<file path="config.mk">
export PLATFORM = sky130hd
export DESIGN_NAME = bbr_ram
export DESIGN_NICKNAME = d
export VERILOG_FILES = /design/src/rtl/assert_macros.svh /design/src/rtl/bbr_ram.sv
export SDC_FILE = /design/constraint.sdc
export NUM_CORES = 1
export LEC_CHECK = 0
export BUFFER_PORTS_ARGS = -buffer_cell sky130_fd_sc_hd__buf_2
export CORE_MARGIN = 3
export CORE_UTILIZATION = 61
export DETAILED_ROUTE_END_ITERATION = 10
export MAX_ROUTING_LAYER = met4
export PLACE_DENSITY_LB_ADDON = 0.2
export SLEW_MARGIN = 30
export SYNTH_ARGS = -nofsm -noshare
export SYNTH_HDL_FRONTEND = slang
export SYNTH_SLANG_ARGS = --single-unit
</file>
<file path="constraint.sdc">
create_clock -name i_clk -period 3.1 [get_ports i_clk]
set_input_delay 0.31 -clock i_clk [delete_from_list [all_inputs] [get_ports i_clk]]
set_output_delay 0.31 -clock i_clk [all_outputs]
set_load 0.05 [all_outputs]
</file>
<file path="src/rtl/assert_macros.svh">
// Assertion macros shared by the blur RTL.
// Each macro samples on i_clk and is disabled while i_rst_n is low.
`ifndef ASSERT_MACROS_SVH
`define ASSERT_MACROS_SVH

// Same-cycle implication.
`define BBR_ASSERT_IMP(lbl, ante, cons, msg) \
    lbl: assert property (@(posedge i_clk) disable iff (!i_rst_n) (ante) |-> (cons)) \
        else $error(msg);

// Next-cycle implication.
`define BBR_ASSERT_NXT(lbl, ante, cons, msg) \
    lbl: assert property (@(posedge i_clk) disable iff (!i_rst_n) (ante) |=> (cons)) \
        else $error(msg);

`endif

</file>
<file path="src/rtl/bbr_ram.sv">
// Generic simple dual-port RAM, one write and one registered read port.
// Read-first on a same-address collision. No dependencies.
module bbr_ram #(
    parameter int WIDTH = 8,
    parameter int DEPTH = 16
) (
    input  logic                     i_clk,
    input  logic                     i_we,
    input  logic [$clog2(DEPTH)-1:0] i_waddr,
    input  logic [WIDTH-1:0]         i_wdata,
    input  logic                     i_re,
    input  logic [$clog2(DEPTH)-1:0] i_raddr,
    output logic [WIDTH-1:0]         o_rdata
);

    logic [WIDTH-1:0] r_mem [0:DEPTH-1];
    logic [WIDTH-1:0] r_rdata;

    always_ff @(posedge i_clk) begin
        if (i_we) begin
            r_mem[i_waddr] <= i_wdata;
        end
    end

    always_ff @(posedge i_clk) begin
        if (i_re) begin
            r_rdata <= r_mem[i_raddr];
        end
    end

    assign o_rdata = r_rdata;

endmodule

</file>
---- Yosys cells after proc, flatten, opt, wreduce, memory -nomap -nowiden ----
Memory sizes are Yosys's and may differ from the RTL's. A register that Yosys moved wholly into a read port is not among the register bits.
Index checks and enable logic that the tools add are counted.
word-level totals
  input port bits ......................... 19
  memories ................................ 1
  bits in registers ....................... 0
  output and inout bits ................... 8
  RAM bits ................................ 128
memories
  memory  depth  bits a word  read ports  clocked after Yosys merged registers in  write ports  RTL line       source
  r_mem   16     8            1           1                                        1            bbr_ram.sv:16  logic [WIDTH-1:0] r_mem [0:DEPTH-1];
cells by class
  muxes and demuxes ....................... 2
operators by type and width
  cell    count
  $mux 1  2

---- Longest topological paths before layout ----
  depth after elaboration ................. 2
  depth in mapped cells ................... 5
  gate-level depth less buffers ........... 3

---- Worst setup path before layout ----
Ideal clock, no wire load.
  path type ............................... input-to-reg
  start ................................... in i_waddr[2]
  end ..................................... mem r_mem[0][0], enable pin
  stages .................................. 2
  arrival time ............................ 1.420 ns
  path slack .............................. 1.297 ns
  required time ........................... 2.717 ns
  setup time .............................. 0.383 ns
  buffers on the path ..................... 0
  cell sequence ........................... or3b_2 -> nor3_1
RTL lines
  item         RTL line       source
  from (decl)  bbr_ram.sv:9   input logic [$clog2(DEPTH)-1:0] i_waddr,
  to (decl)    bbr_ram.sv:16
Straight into the memory's write port.

==> run summary <==
Setup repair after global routing left no endpoint under its margin. The largest driver fanout on the critical path came out at 1. The all-layer global routing usage is approximately 23%.

The clock slew seen by the registers of the worst setup and hold paths came out at 0.06 ns. The master cell of the clock root buffer is sky130_fd_sc_hd__clkbuf_8. The headroom to the max-slew limit is a little under two fifths.

In this run the count of I/O pins placed on the die edge is 27. The maximum number of pins on one net before global-route repair is 33. 0 antenna diodes ended up in the layout.

The number of synthesis warnings is 0. After detailed placement, the design holds a cell count of approximately 360. The clock network latency to the later pin of the worst-skew pair came out at about 0.51 ns. The category of the critical setup timing path is reg -> reg. The critical path starts at r_mem[9][3]$_DFFE_PP_. The number of nets in the final layout is roughly 290. Power spread over the standard cell area amounts to 687 nW/µm². The worst setup path is launched from a register. Summing internal, switching and leakage power gives about 4100 µW. The iteration count of the initial detailed-routing pass came out at 4. The number of max-cap violations is 0. Sequential elements use between 70% and 80% of the synthesized area.

The signal arrival time at the worst endpoint is 1.78 ns. The number of global-route vias before repair is around 2500. The hold buffer count at CTS is 0.

Of all flip-flops after synthesis, the portion carrying an async set or reset was 0%. The total number of vias came out at around 2500. The number of antenna violations at the first check in global routing was 0. The post-route clock period utilization came out at between 40% and 50%. Post-CTS timing repair inserted 0 buffers for setup. The die outline height is a little under 100 µm. The count of unresolved DRC violations after routing came out at 0. The HPWL after detailed placement came out at around 5.9 mm. The post-synthesis sequential element count came out at about 140. The post-synthesis xor/xnor area fraction came out at 0%.

The post-cts gate resize count came out at 0. The flow ran to the end, and the final reports show no timing, DRC or antenna violations. Setup violations remaining at the end of the flow were counted as 0. The TritonCTS clock tree is built.

The number of DRC markers after the initial detailed-route iteration came out at between 200 and 300. Dividing the detail-routed wire length by the instance count gives ~25 µm. The number of cell rows came out at 33. The instance count of the mapped netlist is around 230. The net count after synthesis is 248.

The floorplan die area is around 10000 µm². Counting every sink on the clock net gives 136. The worst hold path belongs to the class in -> reg. The final count of hold timing violations was 0. The element type at the critical path end is a register.

The depth of the CTS H-tree is 4. The mean post-synth cell area came out at ~23 µm². The floorplan die width is ~99 µm. The fraction of final layout cells sized beyond drive strength 1 is about 29%. VDD sags by at most roughly 420 µV. The launching point of the worst reg2reg path is r_mem[9][3]$_DFFE_PP_. Multiplexer cells account for roughly 15% of the synthesized area. The total standard cell area after synthesis came out at ~5200 µm².

The number of distinct library cells after synthesis is 18. For this block, the routed nets add up to a little under 10 mm of wire. The adder-cell share of the synthesized area came out at 0%.

The maximum clock insertion buffer count came out at 2. The routability congestion estimate from global placement is about 0.8. The floorplan core area is 8260 µm².

The number of buffers inserted during clock tree synthesis is 17. The post-route setup TNS is 0 ns. Once detail routing completed, the nets flagged for antenna violations numbered 0. The post-detailed-route via-to-cell ratio is 6.49. The worst clock skew on the final layout came out at ~0.0057 ns. The minimum clock period after layout came out at 1.53 ns. The number of slew-limit violations in the final report came to 0.

The count of input and output buffers came out at 26. The post-layout instance count excluding filler cells came out at approximately 390. In this run the most critical hold path is launched from i_wdata[2].

The first-pass GRT wire length came out at 15.3 mm. Summing the areas of all compound-gate instances in the mapped netlist gives 2.30% of the synthesized area. The number of enable-type register cells in the synthesized netlist is ~140. The cell leakage power came out at between 0.0015 and 0.002 µW. The initial standard-cell utilization of the core came out at 63.3%. Setup slack on the worst reg-to-reg path comes out at 1.57 ns. The transition time at the pin with the least slew margin is 0.925 ns. The area overhead of the layout relative to synthesis came out at 14.9%.

The main combinational cell family by area after synthesis is multiplexers. The most used flip-flop cell after synthesis is sky130_fd_sc_hd__edfxtp_1. The synthesized-area fraction occupied by and/or/nand/nor cells came out at between 3 and 4%. The critical path data required time is approximately 3.4 ns. After global routing the overflow that remains totals 0. The highest clock frequency the design can meet came out at between 600 and 700 MHz.
-- cell families (layout without fill, tap and decap cells) --
family | after synthesis | in the layout
AO/OA/AOI/OAI | 16 | 16
buffers and inverters | 10 | 62
flip-flops | 136 | 136
multiplexers | 32 | 32
AND/OR/NAND/NOR | 35 | 35
-- registers in the layout, indices dropped and copies added (netlist names) --
signal   cells
r_mem      128
o_rdata      8
-- Yosys cell counts, types with 2 or more instances --
master,instances,area [µm²]
sky130_fd_sc_hd__a22oi_1,16,120
sky130_fd_sc_hd__buf_2,3,15.0
sky130_fd_sc_hd__buf_6,3,33.8
sky130_fd_sc_hd__clkdlybuf4s25_2,3,30.0
sky130_fd_sc_hd__edfxtp_1,136,4080
sky130_fd_sc_hd__mux4_1,14,368
sky130_fd_sc_hd__mux4_2,18,405
sky130_fd_sc_hd__nand2_1,9,33.8
sky130_fd_sc_hd__nand2b_1,2,12.5
sky130_fd_sc_hd__nand3b_1,2,15.0
sky130_fd_sc_hd__nor2_1,13,48.8
sky130_fd_sc_hd__nor3_1,4,20.0
-- path summary, 6_finish.rpt --
kind,endpoint,cells past startpoint
max,o_rdata[3]$_DFFE_PP_,3
max reg2reg,o_rdata[3]$_DFFE_PP_,3
min,r_mem[2][2]$_DFFE_PP_,1
min reg2reg,o_rdata[6]$_DFFE_PP_,3
-- placed cells by master (no fill, tap or decap), types with 2 or more instances in the layout --
cell type / netlist / layout
sky130_fd_sc_hd__mux4_1: 14 / 14
sky130_fd_sc_hd__buf_2: 3 / 26
sky130_fd_sc_hd__nand3b_1: 2 / 2
sky130_fd_sc_hd__edfxtp_1: 136 / 136
sky130_fd_sc_hd__clkbuf_16: 0 / 16
sky130_fd_sc_hd__buf_4: 1 / 5
sky130_fd_sc_hd__clkinvlp_4: 0 / 6
sky130_fd_sc_hd__bufinv_16: 0 / 2
sky130_fd_sc_hd__a22oi_1: 16 / 16
sky130_fd_sc_hd__nor2_1: 13 / 13
sky130_fd_sc_hd__nor3_1: 4 / 4
sky130_fd_sc_hd__nand2b_1: 2 / 2
sky130_fd_sc_hd__clkinv_2: 0 / 4
sky130_fd_sc_hd__nand2_1: 9 / 9
sky130_fd_sc_hd__mux4_2: 18 / 18
-- through the flow --
stage / hold slack, ns / instance area (µm²) / utilization [%] / setup WS (ns)
2_1_floorplan: 0.409 / 5230 / - / 1.30
3_3_place_gp: 0.689 / 5460 / 66.1 / 1.10
3_5_place_dp: 0.699 / 5460 / 66.1 / 1.10
4_1_cts: 0.153 / 6010 / 72.8 / 1.58
5_1_grt: 0.175 / 6010 / 72.8 / 1.51
6_report: 0.178 / 6010 / 72.8 / 1.57
-- layer usage --
layer / global-route usage, % / up-vias / share of wire, % / wire, µm
met4: 9.66 / 0 / 1.8 / 176
met2: 32.0 / 138 / 48 / 4710
met1: 33.4 / 1291 / 42 / 4090
met3: 6.30 / 16 / 8.4 / 819
li1: - / 1062 / - / -
met5: - / - / 0 / 0
-- where the power goes --
| part | total [µW] | switching [µW] | internal [µW] |
|---|---|---|---|
| clock | 1830 | 703 | 1130 |
| sequential | 2080 | 11.9 | 2070 |
| combinational | 211 | 136 | 75.2 |
-- critical path, stage by stage, from the launching register on --
cell and delay (ns):
sky130_fd_sc_hd__edfxtp_1 0.37, sky130_fd_sc_hd__mux4_1 0.51, sky130_fd_sc_hd__a22oi_1 0.31, sky130_fd_sc_hd__nand2_1 0.09
-- cell type report --
cell class              instances  area (µm²)
flip-flops and latches        136        4080
fillers                       488        2250
multi-input cells              83        1060
clock buffers                  17         414
repair buffers                 32         188
clock inverters                13         134
well taps                     105         131
No activity file was read; power rests on OpenSTA's default activity.
