===== src/rtl/assert_macros.svh =====
// Assertion macros shared by the blur RTL.
// Each macro samples on i_clk and is disabled while i_rst_n is low.
`ifndef ASSERT_MACROS_SVH
`define ASSERT_MACROS_SVH

// Same-cycle implication.
`define BBR_ASSERT_IMP(lbl, ante, cons, msg) \
    lbl: assert property (@(posedge i_clk) disable iff (!i_rst_n) (ante) |-> (cons)) \
        else $error(msg);

// Next-cycle implication.
`define BBR_ASSERT_NXT(lbl, ante, cons, msg) \
    lbl: assert property (@(posedge i_clk) disable iff (!i_rst_n) (ante) |=> (cons)) \
        else $error(msg);

`endif


===== src/rtl/bbr_pkg.sv =====
// Shared types, constants and the 3x3 binomial kernel for the RGB blur.
// No dependencies; used by bbr_outq, binomial_blur_3x3_rgb and the testbench.
package bbr_pkg;

    localparam int SAMPLE_BITS = 16;
    localparam int NUM_CH      = 3;
    localparam int PX_W        = SAMPLE_BITS * NUM_CH;
    localparam int SUM_W       = SAMPLE_BITS + 4;
    localparam int CFG_W       = 11;
    localparam int COL_OUT_W   = 10;
    localparam int ROW_OUT_W   = 12;
    localparam int IN_TDATA_W  = 48;
    localparam int OUT_TDATA_W = 72;
    localparam int QDEPTH      = 4;
    localparam int QPW         = $clog2(QDEPTH);
    localparam int QCW         = $clog2(QDEPTH + 1);

    localparam logic [CFG_W-1:0] FW_RESET = 11'd1024;

    // channel 0 is red, in the lowest bits
    typedef logic [NUM_CH-1:0][SAMPLE_BITS-1:0] t_px;

    // one window column: rows above, at and below the center
    typedef struct packed {
        t_px bot;
        t_px mid;
        t_px top;
    } t_col;

    // results caused by one input beat: A is column x-1, B is column x
    typedef struct packed {
        logic                 a_valid;
        logic                 b_valid;
        logic                 done;
        t_px                  pix_a;
        t_px                  pix_b;
        logic [COL_OUT_W-1:0] col_a;
        logic [COL_OUT_W-1:0] col_b;
        logic [ROW_OUT_W-1:0] row;
    } t_pair;

    // weights 1 2 1 / 2 4 2 / 1 2 1, divide by 16, round half up
    function automatic t_px blur_px(input t_col l, input t_col c, input t_col r);
        logic [SUM_W-1:0] corners;
        logic [SUM_W-1:0] edges;
        logic [SUM_W-1:0] sum;
        t_px              res;
        for (int ch = 0; ch < NUM_CH; ch++) begin
            corners = SUM_W'(l.top[ch]) + SUM_W'(r.top[ch])
                    + SUM_W'(l.bot[ch]) + SUM_W'(r.bot[ch]);
            edges   = SUM_W'(c.top[ch]) + SUM_W'(l.mid[ch])
                    + SUM_W'(r.mid[ch]) + SUM_W'(c.bot[ch]);
            sum     = corners + (edges << 1) + (SUM_W'(c.mid[ch]) << 2) + SUM_W'(8);
            res[ch] = sum[SUM_W-1:4];
        end
        return res;
    endfunction

endpackage


===== src/rtl/bbr_outq.sv =====
// Result queue: holds one or two results per input beat and sends them
// out as single beats. Depends on bbr_pkg and assert_macros.svh.
`include "assert_macros.svh"

module bbr_outq (
    input  logic                            i_clk,
    input  logic                            i_rst_n,
    input  logic                            i_push,
    input  bbr_pkg::t_pair                  i_entry,
    output logic [bbr_pkg::QCW-1:0]         o_count,
    output logic                            o_m_tvalid,
    input  logic                            i_m_tready,
    output logic [bbr_pkg::OUT_TDATA_W-1:0] o_m_tdata,
    output logic                            o_m_tuser,
    output logic                            o_m_tlast
);

    bbr_pkg::t_pair               r_mem [0:bbr_pkg::QDEPTH-1];
    logic [bbr_pkg::QPW-1:0]      r_wptr;
    logic [bbr_pkg::QPW-1:0]      r_rptr;
    logic [bbr_pkg::QCW-1:0]      r_count;
    logic                         r_second;
    bbr_pkg::t_pair               head;
    logic                         show_b;
    logic                         last_beat;
    logic                         beat;
    logic                         pop;
    bbr_pkg::t_px                 pix;
    logic [bbr_pkg::COL_OUT_W-1:0] col;

    assign head      = r_mem[r_rptr];
    assign show_b    = r_second || !head.a_valid;
    assign last_beat = show_b || !head.b_valid;
    assign beat      = o_m_tvalid && i_m_tready;
    assign pop       = beat && last_beat;

    assign pix = show_b ? head.pix_b : head.pix_a;
    assign col = show_b ? head.col_b : head.col_a;

    assign o_count    = r_count;
    assign o_m_tvalid = (r_count != '0);
    assign o_m_tdata  = {2'b00, head.row, col, pix};
    assign o_m_tlast  = last_beat;
    assign o_m_tuser  = last_beat && head.done;

    always_ff @(posedge i_clk) begin
        if (!i_rst_n) begin
            r_wptr   <= '0;
            r_rptr   <= '0;
            r_count  <= '0;
            r_second <= 1'b0;
        end else begin
            if (i_push) begin
                r_wptr <= r_wptr + bbr_pkg::QPW'(1);
            end
            if (pop) begin
                r_rptr <= r_rptr + bbr_pkg::QPW'(1);
            end
            if (i_push && !pop) begin
                r_count <= r_count + bbr_pkg::QCW'(1);
            end else if (pop && !i_push) begin
                r_count <= r_count - bbr_pkg::QCW'(1);
            end
            // hold on the second result until its beat goes out
            if (pop) begin
                r_second <= 1'b0;
            end else if (beat) begin
                r_second <= 1'b1;
            end
        end
    end

    always_ff @(posedge i_clk) begin
        if (i_push) begin
            r_mem[r_wptr] <= i_entry;
        end
    end

    `BBR_ASSERT_IMP(a_push_room, i_push, r_count != bbr_pkg::QCW'(bbr_pkg::QDEPTH), "result queue overflow")
    `BBR_ASSERT_IMP(a_head_nonempty, o_m_tvalid, head.a_valid || head.b_valid, "queued entry without result")
    `BBR_ASSERT_NXT(a_second_after_first, beat && !last_beat, r_second && o_m_tvalid, "second result lost")

endmodule


===== config.mk =====
export PLATFORM = sky130hd
export DESIGN_NAME = bbr_outq
export DESIGN_NICKNAME = d
export VERILOG_FILES = /design/src/rtl/bbr_pkg.sv /design/src/rtl/bbr_outq.sv
export VERILOG_INCLUDE_DIRS = /design/src /design/src/rtl
export SDC_FILE = /design/constraint.sdc
export NUM_CORES = 1
export LEC_CHECK = 0
export BUFFER_PORTS_ARGS = -buffer_cell sky130_fd_sc_hd__buf_4
export CORE_MARGIN = 2
export CORE_UTILIZATION = 30
export DETAILED_ROUTE_END_ITERATION = 8
export MAX_ROUTING_LAYER = met4
export PLACE_DENSITY = 0.47
export RECOVER_POWER = 25
export SETUP_SLACK_MARGIN = 0.05
export SKIP_LAST_GASP = 1
export SLEW_MARGIN = 25
export SYNTH_ARGS = -nofsm -noshare
export SYNTH_HDL_FRONTEND = slang
export SYNTH_SLANG_ARGS = --single-unit

===== constraint.sdc =====
create_clock -name i_clk -period 5.5 [get_ports i_clk]
set_input_delay 0.275 -clock i_clk [delete_from_list [all_inputs] [get_ports i_clk]]
set_output_delay 0.275 -clock i_clk [all_outputs]
set_load 0.02 [all_outputs]

# Word level (Yosys, flattened, before mapping)
# Memories as Yosys holds them, arrays and structs flattened. A register that Yosys moved wholly into a read port is not among the register bits.
# Cells that the tools add are included.
[word_totals] register_bits=8 latchBits=0 mem_bits_rw=524 romBits=0 inputBits=135 out_inout_bits=78 elab_cells=32 mem_count=1
[mem_list] name="r_mem" depth=4 word_bits=131 read_ports=1 rd_clocked_by_memory_dff=1 write_ports=1 line_no="bbr_outq.sv:18" text="bbr_pkg::t_pair r_mem [0:bbr_pkg::QDEPTH-1];"
[classes] n_addsub=4 mul=0 n_div=0 n_lt_le_gt_ge=0 eq_ne=0 n_shift=0 n_mux=8 bitwise=1 n_reduce_logical=14
[ops] op="two-way mux 48 bit" count=1
[ops] op="two-way mux 10 bit" count=1
[ops] op="two-way mux 3 bit" count=2
[ops] op="logical AND 1 bit" count=5
[ops] op="adder 2 x 1 -> 2 bit, second input constant" count=2
[ops] op="logical NOT 1 bit" count=4
[ops] op="two-way mux 2 bit" count=2
[ops] op="adder 3 x 1 -> 3 bit, second input constant" count=1
[ops] op="nonzero test 3 bit" count=1
[ops] op="subtractor 3 x 1 -> 3 bit, second input constant" count=1
[ops] op="logical OR 1 bit" count=2
[ops] op="two-way mux 1 bit" count=2
[ops] op="nonzero test 2 bit" count=1
[ops] op="OR reduction 2 bit" count=1
[ops] op="NOT 1 bit" count=1

# Depth between registers and ports, before layout
# Gate-level depths: netlist (run 1).
[depth] word_depth=7 depth_mapped=11 ltp_nobuf=10

# Least setup slack after synthesis (run 1)
# OpenSTA, ideal clock, no wires.
[synth_path] kind="reg-to-reg" from="register r_wptr[0] in the netlist's numbering" to="memory r_mem[0][0] in the netlist's numbering (enable)" setup_time_ns=0.505 arrival_ns=3.546 t_required_ns=4.995 slack_ns=1.449 path_stages_with_launch=4 n_path_buf=0 synth_period_minus_slack_ns=4.051 path_cell_list="dfxtp_1 > inv_1 > ha_1 > and2_1"
[synth_rtl] item="start: declaration" line_no="bbr_outq.sv:19" text="logic [bbr_pkg::QPW-1:0] r_wptr;"
[synth_rtl] item="start signal: assignment" line_no="bbr_outq.sv:54" text="r_wptr <= r_wptr + bbr_pkg::QPW'(1);"
[synth_rtl] item="end: declaration" line_no="bbr_outq.sv:18"
# Straight into the memory's write port.

==> results of run 1 <==
-- state kept, by name (all words and copies together), names as in the netlist, named ones only --
name / flops
r_mem: 524
o_count: 3
r_rptr: 2
r_wptr: 2
r_second: 1
-- cell families (layout without fill, tap and decap cells) --
group,Yosys count,after routing
compound gates,7,7
xor+xnor,3,3
fa+ha+maj,6,6
buf+inv,42,467
flops,534,534
mux,195,195
other cells,1,7
simple gates,22,22
-- area by class of cell --
class	instances	area, um2
Timing Repair Buffer	360	2813
Multi-Input combinational cell	235	3961
Inverter	4	15.01
Antenna cell	5	12.51
Clock buffer	75	1536
Fill cell	6123	41170
Sequential cell	534	15940
Tap cell	873	1092
Clock inverter	28	254.0
-- per-layer routing --
metal / wire length [um] / GRT usage, % / vias to the layer above
li1: - / - / 4226
met1: 18530 / 15.97 / 5086
met2: 21110 / 20.58 / 185
met3: 1995 / 2.974 / 61
met4: 816 / 3.120 / 0
met5: 0 / - / -
-- Yosys cell counts, types with 3 or more instances --
| cell | instances |
|---|---|
| mux4_2 | 130 |
| nand2b_1 | 3 |
| ha_1 | 5 |
| mux2i_1 | 7 |
| and2_1 | 7 |
| buf_1 | 9 |
| inv_1 | 4 |
| nand2_1 | 6 |
| buf_6 | 11 |
| buf_4 | 5 |
| dfxtp_1 | 10 |
| buf_2 | 11 |
| mux2_2 | 58 |
| edfxtp_1 | 524 |
-- worst min path at each step --
stage	start	end	cells past startpoint
after global placement	r_rptr[1]	flop	2
after detailed placement	r_rptr[1]	flop	2
after floorplan	i_entry[0]	r_mem[0][0]	0
final	i_push	r_wptr[1]	3
after CTS	i_m_tready	r_second	4
after global routing	i_push	r_wptr[1]	3
-- power by group --
part | switching [uW] | leakage [uW] | internal [uW] | total, uW
sequential | 89.6 | 0.00490 | 4690 | 4780
combinational | 1330 | 0.00247 | 1300 | 2630
clock | 1490 | 0.000871 | 2180 | 3670
total | 2910 | 0.00824 | 8170 | 11100
-- worst register-to-register path: cells and delay by family (launching register included) --
kind	cells	cell delay, ps
adders and majority gates	2	540
and+or+nand+nor	1	300
buffers and inverters	3	940
AOI/OAI and AO/OA	2	260
DFF	1	540
xor gates and xnor gates	1	150
muxes	1	450
-- stage by stage --
step | total power (uW) | instance area, um2
floorplan | 6613 | 20150
global placement | 7507 | 22750
detailed placement | 7517 | 22750
CTS | 11320 | 25860
global route | 11580 | 25630
finish | 11080 | 25630
==> flow_metrics.py, run 1 <==
metrics = {
    "run_status": {
        "status": "finished clean",
    },
    "cts": {
        "clk_pin_slew_ps": 60,
        "cts_tree": "yes",
        "clock_path_buffers": 3,
        "cts_htree_levels": 2,
        "cts_setup_buffers": 0,
        "cts.sinks": 534,
        "worstSkewPairLatency_ps": 590,
        "hold_buffers": 132,
        "cts_root_buffer": "clkbuf_16",
        "cts_resized": 0,
        "numCtsBuffers": 57,
    },
    "worst_setup_path": {
        "cp_top_family": "buffers and inverters",
        "cp.required_ps": 5220,
        "cp-end-kind": "primary output",
        "critPathMaxStageDelay_ps": 690,
        "path_cells": "buf_4 > buf_4 > mux4_2 > mux2_2 > buf_4",
        "r2r_setup_slack_ps": 2250,
        "rr_worst_depth": 10,
        "crit_fanout": 33,
        "arrival_ps": 3550,
        "crit_path_frequent_cell": "buf_4",
        "crit_end": "o_m_tdata[31]",
        "crit_type": "flop to primary output",
        "start_kind": "flop",
        "cp.buffers_inverters": 3,
        "path_depth": 5,
        "reg2reg_to": "o_count[2]",
        "crit_path_top_delay_cell": "buf_4",
    },
    "logic_synthesis": {
        "synth_area_leader_cell": "edfxtp_1",
        "synth_warnings": 0,
        "synth_mux_area_share_pct": 18.12,
        "synth_edf_count": 524,
        "synth_cell_types": 29,
        "synthArstFlopShare_pct": 0,
        "seq_area_frac_synth_pct": 79.09,
        "syn_inst": 810,
        "synth_area_leaders": "edfxtp_1 78%, mux4_2 15%, mux2_2 3.2%",
        "synthXorXnorAreaFrac_pct": 0.1304,
        "avgSynthCellArea_um2": 24.87,
        "yosys.area_share.simple_pct": 0.6024,
        "synth_top_family_by_area": "multiplexers",
        "synth_adder_area_share_pct": 0.4099,
        "synth_compound_area_share_pct": 0.2732,
        "synth_top_area_share_pct": 78.10,
        "synth_flop_cell": "edfxtp_1",
        "synth_area_mm2": 0.02015,
        "ys_ff_latch": 534,
    },
    "routing": {
        "post_drt_wl_per_cell_um": 20.08,
        "routed_wl_mm": 42.45,
        "vias": 9558,
        "first_iter_violations": 462,
        "drc_errors": 0,
        "ant_nets": 0,
        "firstDrtPassIters": 7,
        "via_per_inst": 4.521,
    },
    "placed_design": {
        "dp_hpwl_mm": 23.71,
        "gp_routability_congestion": 0.6889,
        "numPortBuffers": 210,
        "dp.cells": 1873,
        "dpl_worst_slack_ps": 2137,
    },
    "global_routing": {
        "grt_pass1_wl_mm": 64.67,
        "first_global_vias": 10510,
        "grt_max_degree": 73,
        "antenna_found_initial": 5,
        "grt_overflow": 0,
        "grt.total_usage_pct": 12.62,
    },
    "cells_and_area": {
        "drive_gt1_share_pct": 34.22,
        "finish.utilization_pct": 38.36,
        "final_common_cell": "edfxtp_1",
        "syn2layout_area_growth_pct": 27.19,
        "final_cells": 2114,
        "layout_common_cells": "524 x edfxtp_1, 150 x buf_4, 132 x dlygate4sd3_1",
        "final_nets": 1333,
    },
    "power": {
        "power_density_mw_per_mm2": 432.5,
        "leakage_uw": 0.008241,
        "ir_drop_mv": 0.2216,
    },
    "timing": {
        "hold_viol": 0,
        "rsz0062_at_grt": "false",
        "setup_violations": 0,
        "slew_violations": 0,
        "whs_ps": 52.45,
        "fmax_ghz": 0.2614,
        "tns_ps": 0,
        "period_share_pct": 69.56,
        "relSlewSlack_pct": 33.16,
        "postLayoutSetupSlackWorst_ps": 1674,
        "worstMarginPinSlew_ps": 1003,
        "min_period_ps": 3826,
        "fin_skew_ps": 16.86,
    },
    "floorplan": {
        "core.rowCount": 95,
        "die_w_um": 263.2,
        "dieArea_mm2": 0.06925,
        "core_area_mm2": 0.06680,
        "initial_core_util_pct": 30.16,
        "die_h_um": 263.2,
        "ioPinCount": 213,
    },
    "min_path": {
        "hold_class": "input pin to flop",
    },
    "flow_run": {
        "maxCapViolations": 0,
    },
}
Power figures use the tool's default switching activity.
==> run 2: changes to the inputs <==
Settings changed: PLACE_DENSITY 0.47 to 0.49.
Clock period 5.5 ns to 3.5 ns, I/O delays scaled along.
==> run 2 against run 1 <==
Hold slack better by 280 ps. Wire length rose by 1.3%. Largest power group unchanged. Setup slack worse by 1200 ps. Sequential power is 57% higher. Total power up 59%. Die area unchanged. Non-clock buffer count increased by 11. Register-to-register slack worse by 1300 ps. Critical path depth decreased by 1. Cell count rose by 0.52%. First-iteration DRC count increased by 29%. Critical path type unchanged. Clock skew increased by 2.1 ps.
==> flow_metrics.py, run 2 (synthesized netlist as in run 1, its figures left out) <==
metrics = {
    "min_path": {
        "hold_class": "input pin to flop",
        "hold_path.startpoint": "i_entry[3]",
        "holdPathStages": 2,
        "min_to": "r_mem[2][3]",
    },
    "floorplan": {
        "dieArea_mm2": 0.06925,
        "die_w_um": 263.2,
        "die_h_um": 263.2,
        "core_area_mm2": 0.06680,
        "initial_core_util_pct": 30.16,
        "core.rowCount": 95,
        "ioPinCount": 213,
    },
    "global_routing": {
        "gr-usage-met2_pct": 21.33,
        "grt_max_degree": 107,
        "busiest_layer": "met2",
        "first_global_vias": 10760,
        "grt_overflow": 0,
        "met1_usage_pct": 16.04,
        "grt_pass1_wl_mm": 66.18,
        "antenna_found_initial": 6,
        "grt.total_usage_pct": 12.95,
        "met3_usage_pct": 3.115,
    },
    "timing": {
        "hold_viol": 0,
        "period_share_pct": 85.61,
        "slew_violations": 0,
        "min_period_ps": 2996,
        "fmax_ghz": 0.3337,
        "worstMarginPinSlew_ps": 900.3,
        "fin_skew_ps": 19.00,
        "whs_ps": 336.7,
        "relSlewSlack_pct": 39.98,
        "setup_violations": 0,
        "rsz0062_at_grt": "false",
        "postLayoutSetupSlackWorst_ps": 503.5,
        "tns_ps": 0,
    },
    "worst_setup_path": {
        "crit_fanout": 68,
        "cp-end-kind": "primary output",
        "start_kind": "flop",
        "rr_worst_depth": 9,
        "cp.buffers_inverters": 2,
        "r2r_setup_slack_ps": 970,
        "reg2reg_to": "o_count[2]",
        "cp.required_ps": 3320,
        "crit_path_top_delay_cell": "mux4_2",
        "path_cells": "buf_12 > mux4_2 > mux2_2 > buf_4",
        "cp_top_family": "multiplexers",
        "crit_type": "flop to primary output",
        "arrival_ps": 2820,
        "critPathMaxStageDelay_ps": 600,
    },
    "cells_and_area": {
        "layout_common_cells": "524 x edfxtp_1, 151 x buf_4, 134 x dlygate4sd3_1",
        "syn2layout_area_growth_pct": 28.37,
        "regMostFlops": "r_mem",
        "largest_reg_flops": 524,
        "drive_gt1_share_pct": 35.39,
        "final_nets": 1344,
        "final_common_cell": "edfxtp_1",
    },
    "placed_design": {
        "dp_hpwl_mm": 24.41,
        "numPortBuffers": 210,
        "dpl_worst_slack_ps": 923.6,
        "gp_routability_congestion": 0.6814,
    },
    "routing": {
        "via_per_inst": 4.447,
        "vias": 9450,
        "firstDrtPassIters": 6,
        "first_iter_violations": 596,
        "ant_nets": 0,
        "routed_wl_mm": 43.00,
        "post_drt_wl_per_cell_um": 20.23,
        "drc_errors": 0,
    },
    "power": {
        "leakage_uw": 0.008349,
        "ir_drop_mv": 0.4185,
        "power_density_mw_per_mm2": 683.1,
        "power_uw": 17670,
    },
    "cts": {
        "cts.sinks": 534,
        "cts_root_buffer": "clkbuf_16",
        "clock_path_buffers": 3,
        "clk_pin_slew_ps": 60,
        "worstSkewPairLatency_ps": 610,
        "numCtsBuffers": 57,
        "cts_tree": "yes",
        "cts_htree_levels": 2,
    },
    "flow_run": {
        "maxCapViolations": 0,
    },
    "run_status": {
        "status": "finished clean",
    },
}
-- run 2: changes by cell type in the layout (fill, tap and decap cells not counted), moves of 2 or more --
cell	delta
buf_12	+9
bufinv_16	+2
clkbuf_1	-10
clkbuf_16	-2
clkinv_2	+2
clkinvlp_4	+2
dlygate4sd3_1	+2
inv_6	+3
-- run 2: worst register-to-register path: stages, from the launching register on --
cell      delay, ps
dfxtp_4         560
mux4_2          610
a21oi_2         240
inv_1            70
ha_1            200
inv_1            70
fa_1            180
xor2_1           80
or3_1           300
a21boi_0        160
-- run 2: per-layer routing --
metal | vias to the layer above | part of all wire, %
met5 | - | 0
met4 | 0 | 2.2
met3 | 73 | 4.9
met2 | 181 | 50
met1 | 4934 | 43
li1 | 4262 | -
-- run 2: worst max path at each step --
stage              start             to  slack (ps)  depth (start not counted)
4_1_cts             flop  o_m_tdata[22]         380                          4
3_5_place_dp        flop     o_count[2]         920                         10
6_report            flop  o_m_tdata[11]         500                          4
5_1_grt             flop  o_m_tdata[26]         310                          4
3_3_place_gp        flop     o_count[2]         950                         10
2_1_floorplan  r_wptr[0]    r_mem[2][0]         910                          3
-- run 2: report_power, final --
part | internal (uW) | total (uW) | switching (uW)
Clock | 3500 | 5960 | 2460
Sequential | 7370 | 7520 | 148
Combinational | 2080 | 4190 | 2110
Total | 12900 | 17700 | 4720
-- run 2: final cells by class --
| type | count | area, um2 |
|---|---|---|
| well taps | 873 | 1092 |
| clock inverters | 39 | 396.6 |
| fillers | 6082 | 40940 |
| diodes | 6 | 15.01 |
| flip-flops and latches | 534 | 15940 |
| clock buffers | 63 | 1449 |
| repair buffers | 371 | 2993 |
| inverters | 4 | 15.01 |
| multi-input cells | 235 | 3961 |
-- run 2: what timing repair did --
action / in CTS / in global routing
setup buffers: 0 / 0
gates resized for setup: 0 / 0
hold buffers: 134 / 0
hold endpoints to repair: 534 / 0
-- run 2: metrics by stage --
step / std cells / cell area [um2] / util (%)
after floorplan: 811 / 20160 / -
after global placement: 1883 / 22940 / 34.34
after detailed placement: 1883 / 22940 / 34.34
after CTS: 2119 / 26130 / 39.11
after global routing: 2125 / 25860 / 38.72
final: 2125 / 25860 / 38.72
